$ cat config.mk
export PLATFORM = sky130hd
export DESIGN_NAME = rril_ctrl
export DESIGN_NICKNAME = d
export VERILOG_FILES = /design/src/rtl/rril_pkg.sv /design/src/rtl/rril_ctrl.sv
export SDC_FILE = /design/constraint.sdc
export NUM_CORES = 1
export LEC_CHECK = 0
export ABC_CLOCK_PERIOD_IN_PS = 2000
export BUFFER_PORTS_ARGS = -buffer_cell sky130_fd_sc_hd__buf_2
export CORE_AREA = 4 4 41 43
export CTS_BUF_LIST = sky130_fd_sc_hd__clkbuf_16
export CTS_CLUSTER_SIZE = 24
export DETAILED_ROUTE_END_ITERATION = 12
export DIE_AREA = 0 0 45 47
export PLACE_DENSITY = 0.39
export SYNTH_ARGS = -nofsm -noshare
export SYNTH_HDL_FRONTEND = slang
export SYNTH_SLANG_ARGS = --single-unit
$ cat constraint.sdc
create_clock -name aclk -period 2 [get_ports aclk]
set_input_delay 0.2 -clock aclk [delete_from_list [all_inputs] [get_ports aclk]]
set_output_delay 0.2 -clock aclk [all_outputs]
set_load 0.02 [all_outputs]
$ cat src/rtl/rril_pkg.sv
// Shared types and codes for the round-robin list interleaver.
// Holds the transaction payload structs and the controller/datapath link.
// No dependencies.
`default_nettype none

package rril_pkg;

    // Operation codes carried in the op field
    localparam logic [1:0] OP_APPEND = 2'd0;
    localparam logic [1:0] OP_NEXT   = 2'd1;
    localparam logic [1:0] OP_CLEAR  = 2'd2;

    // Result status codes
    localparam logic [1:0] ST_OK      = 2'd0;
    localparam logic [1:0] ST_DROPPED = 2'd1;
    localparam logic [1:0] ST_EMPTY   = 2'd2;

    // Width of the list_index field
    localparam int IDX_W = 3;

    // Input transaction payload
    typedef struct packed {
        logic [1:0]        op;
        logic [IDX_W-1:0]  list_index;
        logic signed [31:0] value;
    } rril_in_t;

    // Result transaction payload
    typedef struct packed {
        logic signed [31:0] out_value;
        logic [1:0]         status;
        logic               more_left;
    } rril_out_t;

    // Commands from the controller to the datapath
    typedef struct packed {
        logic load_item;  // capture the incoming transaction
        logic exec;       // perform append / clear / unused op and load result
        logic skip;       // advance the cursor past an empty position
        logic take;       // read the element under the cursor and advance
        logic none_left;  // answer a next with nothing left
        logic deliver;    // load the result from the element just read
    } rril_cmd_t;

    // Status from the datapath to the controller
    typedef struct packed {
        logic [1:0] op;
        logic       count_zero;
        logic       col_end;
        logic       row_hit;
        logic       out_free;
    } rril_stat_t;

endpackage

`default_nettype wire

$ cat src/rtl/rril_ctrl.sv
// Controller state machine for the round-robin list interleaver.
// Sequences accept, cursor scan, element read and result load.
// Depends on rril_pkg.
`default_nettype none

module rril_ctrl (
    input  wire logic                aclk,
    input  wire logic                aresetn,
    input  wire logic                s_valid,
    output logic                     s_ready,
    input  wire rril_pkg::rril_stat_t stat,
    output rril_pkg::rril_cmd_t      cmd
);

    localparam logic [1:0] S_IDLE = 2'd0;
    localparam logic [1:0] S_EXEC = 2'd1;
    localparam logic [1:0] S_READ = 2'd2;

    logic [1:0] state_reg;
    logic [1:0] state_next;
    logic       finish;

    // Next-state and command decode
    always_comb begin
        cmd        = '0;
        state_next = state_reg;
        finish     = 1'b0;
        unique case (state_reg)
            S_IDLE: begin
                finish = 1'b1;
            end
            S_EXEC: begin
                if (stat.op == rril_pkg::OP_NEXT) begin
                    if (stat.count_zero || stat.col_end) begin
                        if (stat.out_free) begin
                            cmd.none_left = 1'b1;
                            finish        = 1'b1;
                        end
                    end else if (stat.row_hit) begin
                        cmd.take   = 1'b1;
                        state_next = S_READ;
                    end else begin
                        cmd.skip = 1'b1;
                    end
                end else if (stat.out_free) begin
                    cmd.exec = 1'b1;
                    finish   = 1'b1;
                end
            end
            S_READ: begin
                if (stat.out_free) begin
                    cmd.deliver = 1'b1;
                    finish      = 1'b1;
                end
            end
            default: begin
                state_next = S_IDLE;
            end
        endcase

        // Take a new transaction as the current one completes
        s_ready = finish;
        if (finish) begin
            if (s_valid) begin
                cmd.load_item = 1'b1;
                state_next    = S_EXEC;
            end else begin
                state_next = S_IDLE;
            end
        end
    end

    always_ff @(posedge aclk) begin
        if (!aresetn) begin
            state_reg <= S_IDLE;
        end else begin
            state_reg <= state_next;
        end
    end

endmodule

`default_nettype wire

## After elaboration in Yosys (flattened, before gate mapping)

Cells that the tools add are included.

- Logic and storage cells: 31
- Output and inout port bits: 7
- Register bits after elaboration: 2
- Bits of input ports: 9

- Reduce and logical (&&, ||, !) cells: 4
- Equality and inequality tests: 7
- Multiplexer cells: 19

Operator list:

| kind | number |
|---|---|
| 2-to-1 mux 1 bit | 10 |
| 2-to-1 mux 2 bit | 5 |
| != test 3 bit (second input constant) | 3 |
| == test 2 x 1 -> 1 bit (second input constant) | 2 |
| 2-to-1 mux 4 bit | 1 |
| one-hot mux 2 bit (2 select lines) | 1 |
| AND reduction 4 bit | 1 |
| 2-to-1 mux 3 bit | 1 |
| one-hot mux 1 bit (3 select lines) | 1 |
| == test 2 bit (second input constant) | 1 |
| logical NOT 2 bit | 1 |
| != test 2 x 1 -> 1 bit (second input constant) | 1 |
| OR reduction 2 bit | 1 |
| logical OR 1 bit | 1 |

## Longest topological paths before layout

Gate-level depths: netlist of run 1.

- Word-level depth: 6
- Gate-level depth with buffers: 4
- Depth with buffers taken out: 3

## Least setup slack after synthesis of run 1

No wires, ideal clock.

- Kind: register to output
- Start: reg state_reg[0]
- End: out cmd[1] (netlist bit)
- Stages on the path, launching flop included: 4
- Data arrival time: 1358 ps
- Slack: 442 ps
- Path buffers: 0
- Data required time: 1800 ps
- Cells stage by stage: dfxtp_1 -> nor2b_1 -> nand2_1 -> nor4b_1

RTL lines:

| item | line | source |
|---|---|---|
| start, declared | rril_ctrl.sv:19 | `logic [1:0] state_reg;` |
| start signal, assigned | rril_ctrl.sv:77 | `state_reg <= state_next;` |
| end, declared | rril_ctrl.sv:12 | `output rril_pkg::rril_cmd_t cmd` |

==> impl_results.md, run 1 <==
* WL final at 609 um
* FF+latch count, synth at 2
* Pint at 0.315 mW
* DR vias/cell at 4.30
* GP Congestion at 0.707
* Vias in the first global route at 256
* Util after Layout at 0.285
* Setup TNS at 0 ps
* Critical path class: reg2out
* Clock sinks at 2
* Leakage at 0.195 nW
* Yosys warning count at 0
* Area grow syn2layout at 77.2%
* Wire length per cell at 9.98 um
* WP data required at 1800 ps
* DRC at 0
* Worst Hold End: state_reg[1]
* Netlist cell types at 17
* Worst Setup End Kind: output pin
* Area leader, netlist: dfxtp_1
* Actual transition at the worst max-transition pin at 300 ps
* Iteration-0 DRC Markers at 1
* Final Hold Vio Count at 0
* Tmin final at 1540 ps
* Starting Density at 0.161
* F_max at 651 MHz
* CTS tree: built
* Hold Path Stages at 2
* Via count at 262
* Clk root buf: clkbuf_16
* Logic pwr share at 0.104
* Final ANT Viol Nets at 0
* WHS at 203 ps
* Die width at 45 um
* Synthesized area at 209 um^2
* Worst Setup Start Kind: flip-flop
* HP Start: aresetn
* Placed Area at 295 um^2
* Core area at 1300 um^2
* Layout Nets at 57
* Clock power frac at 0.781
* Total power at 0.386 mW
* Number of port buffers at 15
* Max-slew violation count at 0
* Area share of the largest cell type after synthesis at 0.192
* Boundary Pins at 16
* Setup violations, final at 0
* Row cnt at 13
* First-pass GRT wire length at 917 um
* Sw Share at 0.185
* Min-delay worst type: in2reg
* Worst R2R Start: state_reg[1]
* DIE AREA at 2120 um^2
* CP Max Fanout at 6
* Switching power at 0.0717 mW
* CP arrival at 1340 ps
* Diode count at 0
* Tot GR Track Use at 0.0671
* Layout cells sized above 1 at 0.413
* Die Ht at 47 um
* Mapped Nets at 38
* Unrepaired setup endpoints after global routing: false
* Max reg flops at 2
* Clock latency on the worst-skew pair at 220 ps
* Num CTS Buffers at 3
* VDD IR-drop max at 0.000611 V
* Total congestion overflow at 0
* Status: finished clean
* MaxCap Viol Count at 0
* Post-Syn Instances at 29
* Clk buf depth at 2
* Seq pwr share at 0.115
* H-tree levels at 1
* CTS-repair resized insts at 0
* Ranking of synthesized cells by area: dfxtp_1 19%, nor4b_4 11%, inv_1 7.2%, nor2_1 7.2%, and2_1 6.0%
* Initial antenna violation count at 0
* Pwr/cell area at 1040 nW/um^2
* Worst-case reg-to-reg path depth at 3
* First-pass DRT Iterations at 2
* Largest net degree at the start of global routing at 7
* CTS clk-pin slew, worst paths at 30 ps
* Register area share after synthesis at 0.192
* Cts hold-fix bufs at 0
* Setup Buffers After CTS at 0
* Syn avg cell area at 7.21 um^2
* Worst reg2reg path endpoint: state_reg[1]
* R2r setup slk at 1020 ps
* Clk_skew at 3.12 ps
* Design area at 370 um^2
* Period Utilization, post-route at 0.768
* Slew margin rel. at 0.799
-- critical path, cell delays in order, from the launching register on --
cell,delay (ps)
dfxtp_1,370
nor2b_1,200
nand2_1,100
nor4b_1,230
buf_2,210
-- cell families (layout without fill, tap and decap cells) --
kind of cell / Yosys count / after routing / share of synthesized area
and+or+nand+nor: 15 / 15 / 0.473
buffers and inverters: 5 / 22 / 0.108
DFF: 2 / 2 / 0.192
AOI/OAI and AO/OA: 7 / 7 / 0.228
-- routing by layer --
metal | global-route usage | vias up | share of wire
met3 | 0.0345 | 2 | 0.097
met1 | 0.0612 | 113 | 0.40
li1 | - | 134 | -
met5 | 0 | - | 0
met2 | 0.105 | 13 | 0.48
met4 | 0.0702 | 0 | 0.025
-- how the worst max path moves through the flow --
stage                       startpoint      end  slack (ps)  depth (start not counted)
after detailed placement       stat[2]  s_ready         650                          5
after global routing      state_reg[0]   cmd[1]         270                          4
after global placement         stat[2]  s_ready         650                          5
after CTS                 state_reg[0]   cmd[1]         450                          4
final                     state_reg[0]   cmd[1]         460                          4
after floorplan           state_reg[0]   cmd[1]         440                          3
-- power groups by stage --
stage / clock [mW] / combinational (mW) / sequential, mW
3_5_place_dp: 0 / 0.0407 / 0.0448
3_3_place_gp: 0 / 0.0414 / 0.0448
6_report: 0.302 / 0.0403 / 0.0443
4_1_cts: 0.305 / 0.0409 / 0.0443
2_1_floorplan: 0 / 0.0243 / 0.0444
5_1_grt: 0.312 / 0.0440 / 0.0448
-- final cells by class --
cell class | instances | area, um^2
clock buffer | 3 | 75.1
tap | 15 | 18.8
inverter | 4 | 15.0
multi-input combinational | 22 | 146
fill | 151 | 931
sequential | 2 | 40.0
timing repair buffer | 15 | 75.1
-- synthesized netlist by cell type --
cell type and instances:
nand2_1 2, o21a_1 1, dfxtp_1 2, o211ai_1 1
nor4b_1 1, and2_1 2, o21ai_0 2, nand2b_1 1
nor2b_1 2, inv_1 4, a21oi_1 1, nor2_1 4
a211o_1 1, and3_1 2, nor4b_4 1, o32ai_1 1
buf_4 1
-- layout by cell type (no fill, tap or decap) --
master / count
a21oi_1: 1
o21a_1: 1
nor2_1: 4
and2_1: 2
o21ai_0: 2
o32ai_1: 1
nor2b_1: 2
nand2_1: 2
buf_2: 15
nand2b_1: 1
a211o_1: 1
dfxtp_1: 2
o211ai_1: 1
clkbuf_16: 3
nor4b_4: 1
nor4b_1: 1
inv_1: 4
and3_1: 2
-- stage by stage --
step | worst slack [ps] | cells
final | 464 | 61
after global routing | 267 | 61
after CTS | 446 | 61
after detailed placement | 653 | 58
after global placement | 648 | 58
after floorplan | 442 | 29
Power figures use the tool's default switching activity.
==> run 2: changes to the inputs <==
Settings changed: ABC_CLOCK_PERIOD_IN_PS 2000 to 1250, PLACE_DENSITY 0.39 to 0.4.
Clock period 2 ns to 1.25 ns, I/O delays scaled along.
==> run 2 against run 1 <==
  * The run now ends with setup timing left
  * Setup slack lost 520 ps
  * Final cell count increased by 4.9%
  * Critical endpoint unchanged
  * Sequential cell count is the same
  * Wire length increased by 4.4%
  * First-iteration DRC count unchanged
  * Hold slack lost 78 ps
  * Sequential share of layout area fell by 1.4 points
  * Combinational power rose by 130%
==> impl_results.md, run 2 (synthesized netlist as in run 1, its figures left out) <==
* Leakage at 0.228 nW (+17%)
* H-tree levels at 1 (unchanged)
* Max-slew violation count at 0 (unchanged)
* Post-DP HPWL at 495 um
* Layout Nets at 60 (+5.3%)
* Period Utilization, post-route at 1.04
* Slowest stage cell, crit path: dfxtp_2
* Die width at 45 um (unchanged)
* Pwr/cell area at 1420 nW/um^2 (+36%)
* Core area at 1300 um^2 (unchanged)
* CTS clk-pin slew, worst paths at 30 ps (about the same)
* Tot GR Track Use at 0.0741 (+0.00699)
* Die Ht at 47 um (unchanged)
* Layout cells sized above 1 at 0.612 (+0.199)
* Tmin final at 1300 ps
* Critical path class: reg2out
* Wire length per cell at 9.94 um (-0.46%)
* Worst Setup End Kind: output pin
* DRC at 0 (unchanged)
* Final Hold Vio Count at 0 (unchanged)
* Clk buf depth at 2 (unchanged)
* Fillers at 150 (-0.66%)
* Via count at 272 (+3.8%)
* Clk root buf: clkbuf_16
* Multi-input logic area at 183 um^2 (+25%)
* Clk_skew at 2.22 ps (-0.902 ps)
* Crit-path cells: nor2b_4 -> nand2_2 -> nor4b_2 -> buf_4
* CP Max Fanout at 4 (-2)
* Min-delay worst type: in2reg
* Slew margin rel. at 0.753 (-0.0459)
* Setup ws final at -51.3 ps (-515 ps)
* Unrepaired setup endpoints after global routing: true
* GP Congestion at 0.753 (+6.5%)
* MaxCap Viol Count at 0 (unchanged)
* Actual transition at the worst max-transition pin at 368 ps (+68.5 ps)
* Clock sinks at 2 (unchanged)
* Largest net degree at the start of global routing at 7 (unchanged)
* Diode count at 0 (unchanged)
* Register area at 42.5 um^2 (+6.2%)
* CTS tree: built
* Num CTS Buffers at 3 (unchanged)
* Failing checks: setup timing
* Clock latency on the worst-skew pair at 220 ps (about the same)
* WL final at 636 um (+4.4%)
* Vias in the first global route at 277 (+8.2%)
* Most frequent cells in the layout: 11 x buf_2, 4 x inv_1, 4 x buf_4
* DR vias/cell at 4.25 (-1.0%)
* Iteration-0 DRC Markers at 1 (unchanged)
* Starting Density at 0.161 (unchanged)
* CP arrival at 1180 ps (-160 ps)
* Slowest stage delay, CP at 340 ps (-30 ps)
* Most common cell after layout, fill and taps aside: buf_2
* Total congestion overflow at 0 (unchanged)
* Setup violations, final at 4 (+4)
* Initial antenna violation count at 0 (unchanged)
* WHS at 125 ps (-77.9 ps)
* First-pass DRT Iterations at 2 (unchanged)
* Row cnt at 13 (unchanged)
* Final ANT Viol Nets at 0 (unchanged)
* F_max at 768 MHz
* WP data required at 1120 ps (-680 ps)
* DIE AREA at 2120 um^2 (unchanged)
* Number of port buffers at 15 (unchanged)
* Area grow syn2layout at 117%
* First-pass GRT wire length at 1030 um (+12%)
* Status: finished, violations left
* VDD IR-drop max at 0.000785 V (+29%)
* Max reg flops at 2 (unchanged)
* Boundary Pins at 16 (unchanged)
* Total power at 0.645 mW (+67%)
* Worst Setup Start Kind: flip-flop
-- run 2: power by group --
group / total (mW) / leakage, nW / internal (mW) / switching, mW
Sequential: 0.0713 / 0.0172 / 0.0682 / 0.00315
Clock: 0.482 / 0.0370 / 0.407 / 0.0751
Combinational: 0.0913 / 0.174 / 0.0462 / 0.0451
-- run 2: timing repair --
item | in CTS | in global routing
setup buffers | 1 | 0
gates resized for setup | 8 | 9
setup endpoints to repair | 5 | 5
pin swaps | 2 | 1
hold buffers | 0 | 0
-- run 2: final cells by class --
| cell class | count | area share |
|---|---|---|
| Timing Repair Buffer | 18 | 0.262 |
| Clock buffer | 3 | 0.166 |
| Inverter | 4 | 0.0331 |
| Sequential cell | 2 | 0.0939 |
| Tap cell | 15 | 0.0414 |
| Multi-Input combinational cell | 22 | 0.403 |
-- run 2: stage by stage --
stage	setup slack (ps)	utilization	area (um^2)	TNS (ps)	cells
after floorplan	27.9	-	215	0	29
after global placement	93.9	0.243	317	0	60
after detailed placement	64.2	0.243	317	0	60
after CTS	-52.8	0.323	420	-86.7	64
after global routing	-128	0.348	453	-352	64
final	-51.3	0.348	453	-84.6	64
-- run 2: worst paths after layout --
check | slack, ps | cells past startpoint | startpoint | to
min reg2reg | 550 | 2 | state_reg[0] | state_reg[0]
min | 120 | 2 | aresetn | state_reg[1]
max | -50 | 4 | state_reg[0] | cmd[1]
max reg2reg | 150 | 5 | state_reg[0] | state_reg[0]
-- run 2: critical path: cells and delay by family (launching register included) --
family	cells	cell delay [ps]
flops	1	340
simple gates	3	440
buf+inv	1	180
-- run 2: metal layers --
layer	part of all wire	track usage	vias up
met2	0.50	0.110	7
met4	0.044	0.0877	0
met1	0.42	0.0700	120
met5	0	0	-
li1	-	-	140
met3	0.041	0.0345	5
==> run 3: changes to the inputs <==
Settings changed: BUFFER_PORTS_ARGS -buffer_cell sky130_fd_sc_hd__buf_2 to -buffer_cell sky130_fd_sc_hd__clkbuf_2.
==> run 3 against run 2 <==
  * The run still ends with setup timing left
  * Cell area is 1.1% higher
  * Count of clock-buffer cells in the layout unchanged
  * Final cell count rose by 1.6%
  * Setup slack improved by 17 ps
  * Die area unchanged
  * Sequential power is 1% lower
  * Via count is the same
  * Total power increased by 0.50%
  * Combinational power is 5.5% higher
  * Critical path type unchanged
==> impl_results.md, run 3 (synthesized netlist as in run 1, its figures left out) <==
* Logic pwr share at 0.149 (+0.007)
* Layout cells sized above 1 at 0.600 (-0.0122)
* Unrepaired setup endpoints after global routing: true
* Iteration-0 DRC Markers at 3 (+2)
* CP Max Fanout at 2 (-2)
* Wire length per cell at 10.7 um (+7.6%)
* Starting Density at 0.161 (unchanged)
* Non-filler cells, final at 65 (+1.6%)
* Actual transition at the worst max-transition pin at 292 ps (-76.3 ps)
* Number of port buffers at 15 (unchanged)
* Worst Setup Start Kind: flip-flop
* Die width at 45 um (unchanged)
* Via count at 272 (unchanged)
* WP data required at 1120 ps (about the same)
* Clock power frac at 0.743 (-0.005)
* Most common cell after layout, fill and taps aside: clkbuf_2
* Slew margin rel. at 0.805 (+0.0511)
* Total congestion overflow at 0 (unchanged)
* DRC at 0 (unchanged)
* Pwr/cell area at 1420 nW/um^2 (-0.60%)
* Register area at 42.5 um^2 (unchanged)
* Tmin final at 1280 ps (-17.0 ps)
* Failing checks: setup timing
* Fillers at 149 (-0.67%)
* Setup violations, final at 3 (-1)
* Clk buf depth at 2 (unchanged)
* GP Congestion at 0.727 (-3.5%)
* Final Hold Vio Count at 0 (unchanged)
* Layout Nets at 61 (+1.7%)
* F_max at 779 MHz (+1.3%)
* Max-slew violation count at 0 (unchanged)
* Multi-input logic area at 176 um^2 (-3.4%)
* Max reg flops at 2 (unchanged)
* Post-DP HPWL at 490 um (-1.1%)
* Vias in the first global route at 281 (+1.4%)
* Die Ht at 47 um (unchanged)
* CTS clk-pin slew, worst paths at 30 ps (about the same)
* First-pass DRT Iterations at 4 (+2)
* Leakage at 0.228 nW (+0.16%)
* Critical path class: reg2out
* Status: finished, violations left
* Core area at 1300 um^2 (unchanged)
* Tot GR Track Use at 0.0780 (+0.00394)
* Min-delay worst type: in2reg
* DIE AREA at 2120 um^2 (unchanged)
* Clk_skew at 0.398 ps (-1.82 ps)
* Clk root buf: clkbuf_16
* MaxCap Viol Count at 0 (unchanged)
* H-tree levels at 1 (unchanged)
* Clock sinks at 2 (unchanged)
* WL final at 695 um (+9.3%)
* Setup TNS at -43.3 ps (+41.3 ps)
* Area grow syn2layout at 119%
* Worst Setup End Kind: output pin
* VDD IR-drop max at 0.00105 V (+34%)
* WHS at 126 ps (+0.654 ps)
* Setup ws final at -34.3 ps (+17.0 ps)
* Largest net degree at the start of global routing at 7 (unchanged)
* Clock latency on the worst-skew pair at 220 ps (about the same)
* First-pass GRT wire length at 1160 um (+13%)
* CTS tree: built
* Most frequent cells in the layout: 9 x clkbuf_2, 8 x buf_4, 4 x nor2_1
* Switching power at 0.123 mW (-0.40%)
* Diode count at 0 (unchanged)
* Row cnt at 13 (unchanged)
* Num CTS Buffers at 3 (unchanged)
* Final ANT Viol Nets at 0 (unchanged)
* Boundary Pins at 16 (unchanged)
* Initial antenna violation count at 0 (unchanged)
* Sw Share at 0.189 (-0.00171)
* Total power at 0.648 mW (+0.50%)
* DR vias/cell at 4.18 (-1.5%)
* Placed Cells at 60 (unchanged)
* Period Utilization, post-route at 1.03 (-0.0136)
* Seq pwr share at 0.109 (-0.002)
* CP arrival at 1160 ps (-20 ps)
* Pint at 0.525 mW (+0.71%)
-- run 3: cell types whose count changed in the layout (fill, tap and decap cells not counted), moves of 2 or more --
cell      previous run  this run
buf_2               11         0
buf_4                4         8
buf_6                3         1
clkbuf_2             0         9
-- run 3: power by group through the flow --
stage | Sequential, mW | Combinational (mW) | Clock (mW)
after floorplan | 0.0710 | 0.0399 | 0
after global placement | 0.0700 | 0.0775 | 0
final | 0.0705 | 0.0963 | 0.481
after detailed placement | 0.0698 | 0.0768 | 0
after global routing | 0.0709 | 0.105 | 0.506
after CTS | 0.0700 | 0.0865 | 0.496
-- run 3: final cells by class --
type / instances / area share
clock buffers: 3 / 0.164
repair buffers: 19 / 0.284
multi-input cells: 22 / 0.385
inverters: 4 / 0.0328
flip-flops and latches: 2 / 0.0929
well taps: 15 / 0.0410
-- run 3: worst paths after layout --
| check | end | depth (start not counted) | startpoint | slack (ps) |
|---|---|---|---|---|
| worst max-delay path | cmd[1] | 4 | state_reg[0] | -30 |
| worst max register to register | state_reg[0] | 5 | state_reg[0] | 170 |
| worst min register to register | state_reg[0] | 2 | state_reg[1] | 630 |
| worst min-delay path | state_reg[1] | 2 | aresetn | 130 |
-- run 3: critical path: stages (launching register included) --
cell and delay (ps):
dfxtp_2 320, nor2b_4 150, nand2_2 80, nor4b_4 210, buf_4 180
-- run 3: what timing repair did --
| item | 4_1_cts | 5_1_grt |
|---|---|---|
| resized for setup | 11 | 10 |
| hold buffers | 0 | 0 |
| setup endpoints to repair | 5 | 6 |
| setup buffers | 1 | 1 |
| pin swaps | 3 | 3 |
-- run 3: metal layers --
metal  global-route usage  vias up  wire, um
met5                    0        -         0
met2                0.119        4       405
met3               0.0115        0         6
met4               0.0877        0         0
li1                     -      143         -
met1               0.0880      125       283
-- run 3: per-stage QoR --
stage               setup WS [ps]  utilization  instance area, um^2
global route                 -118        0.352                  458
floorplan                    27.9            -                  215
global placement             66.5        0.243                  317
CTS                         -54.0        0.333                  433
finish                      -34.3        0.352                  458
detailed placement           63.9        0.243                  317
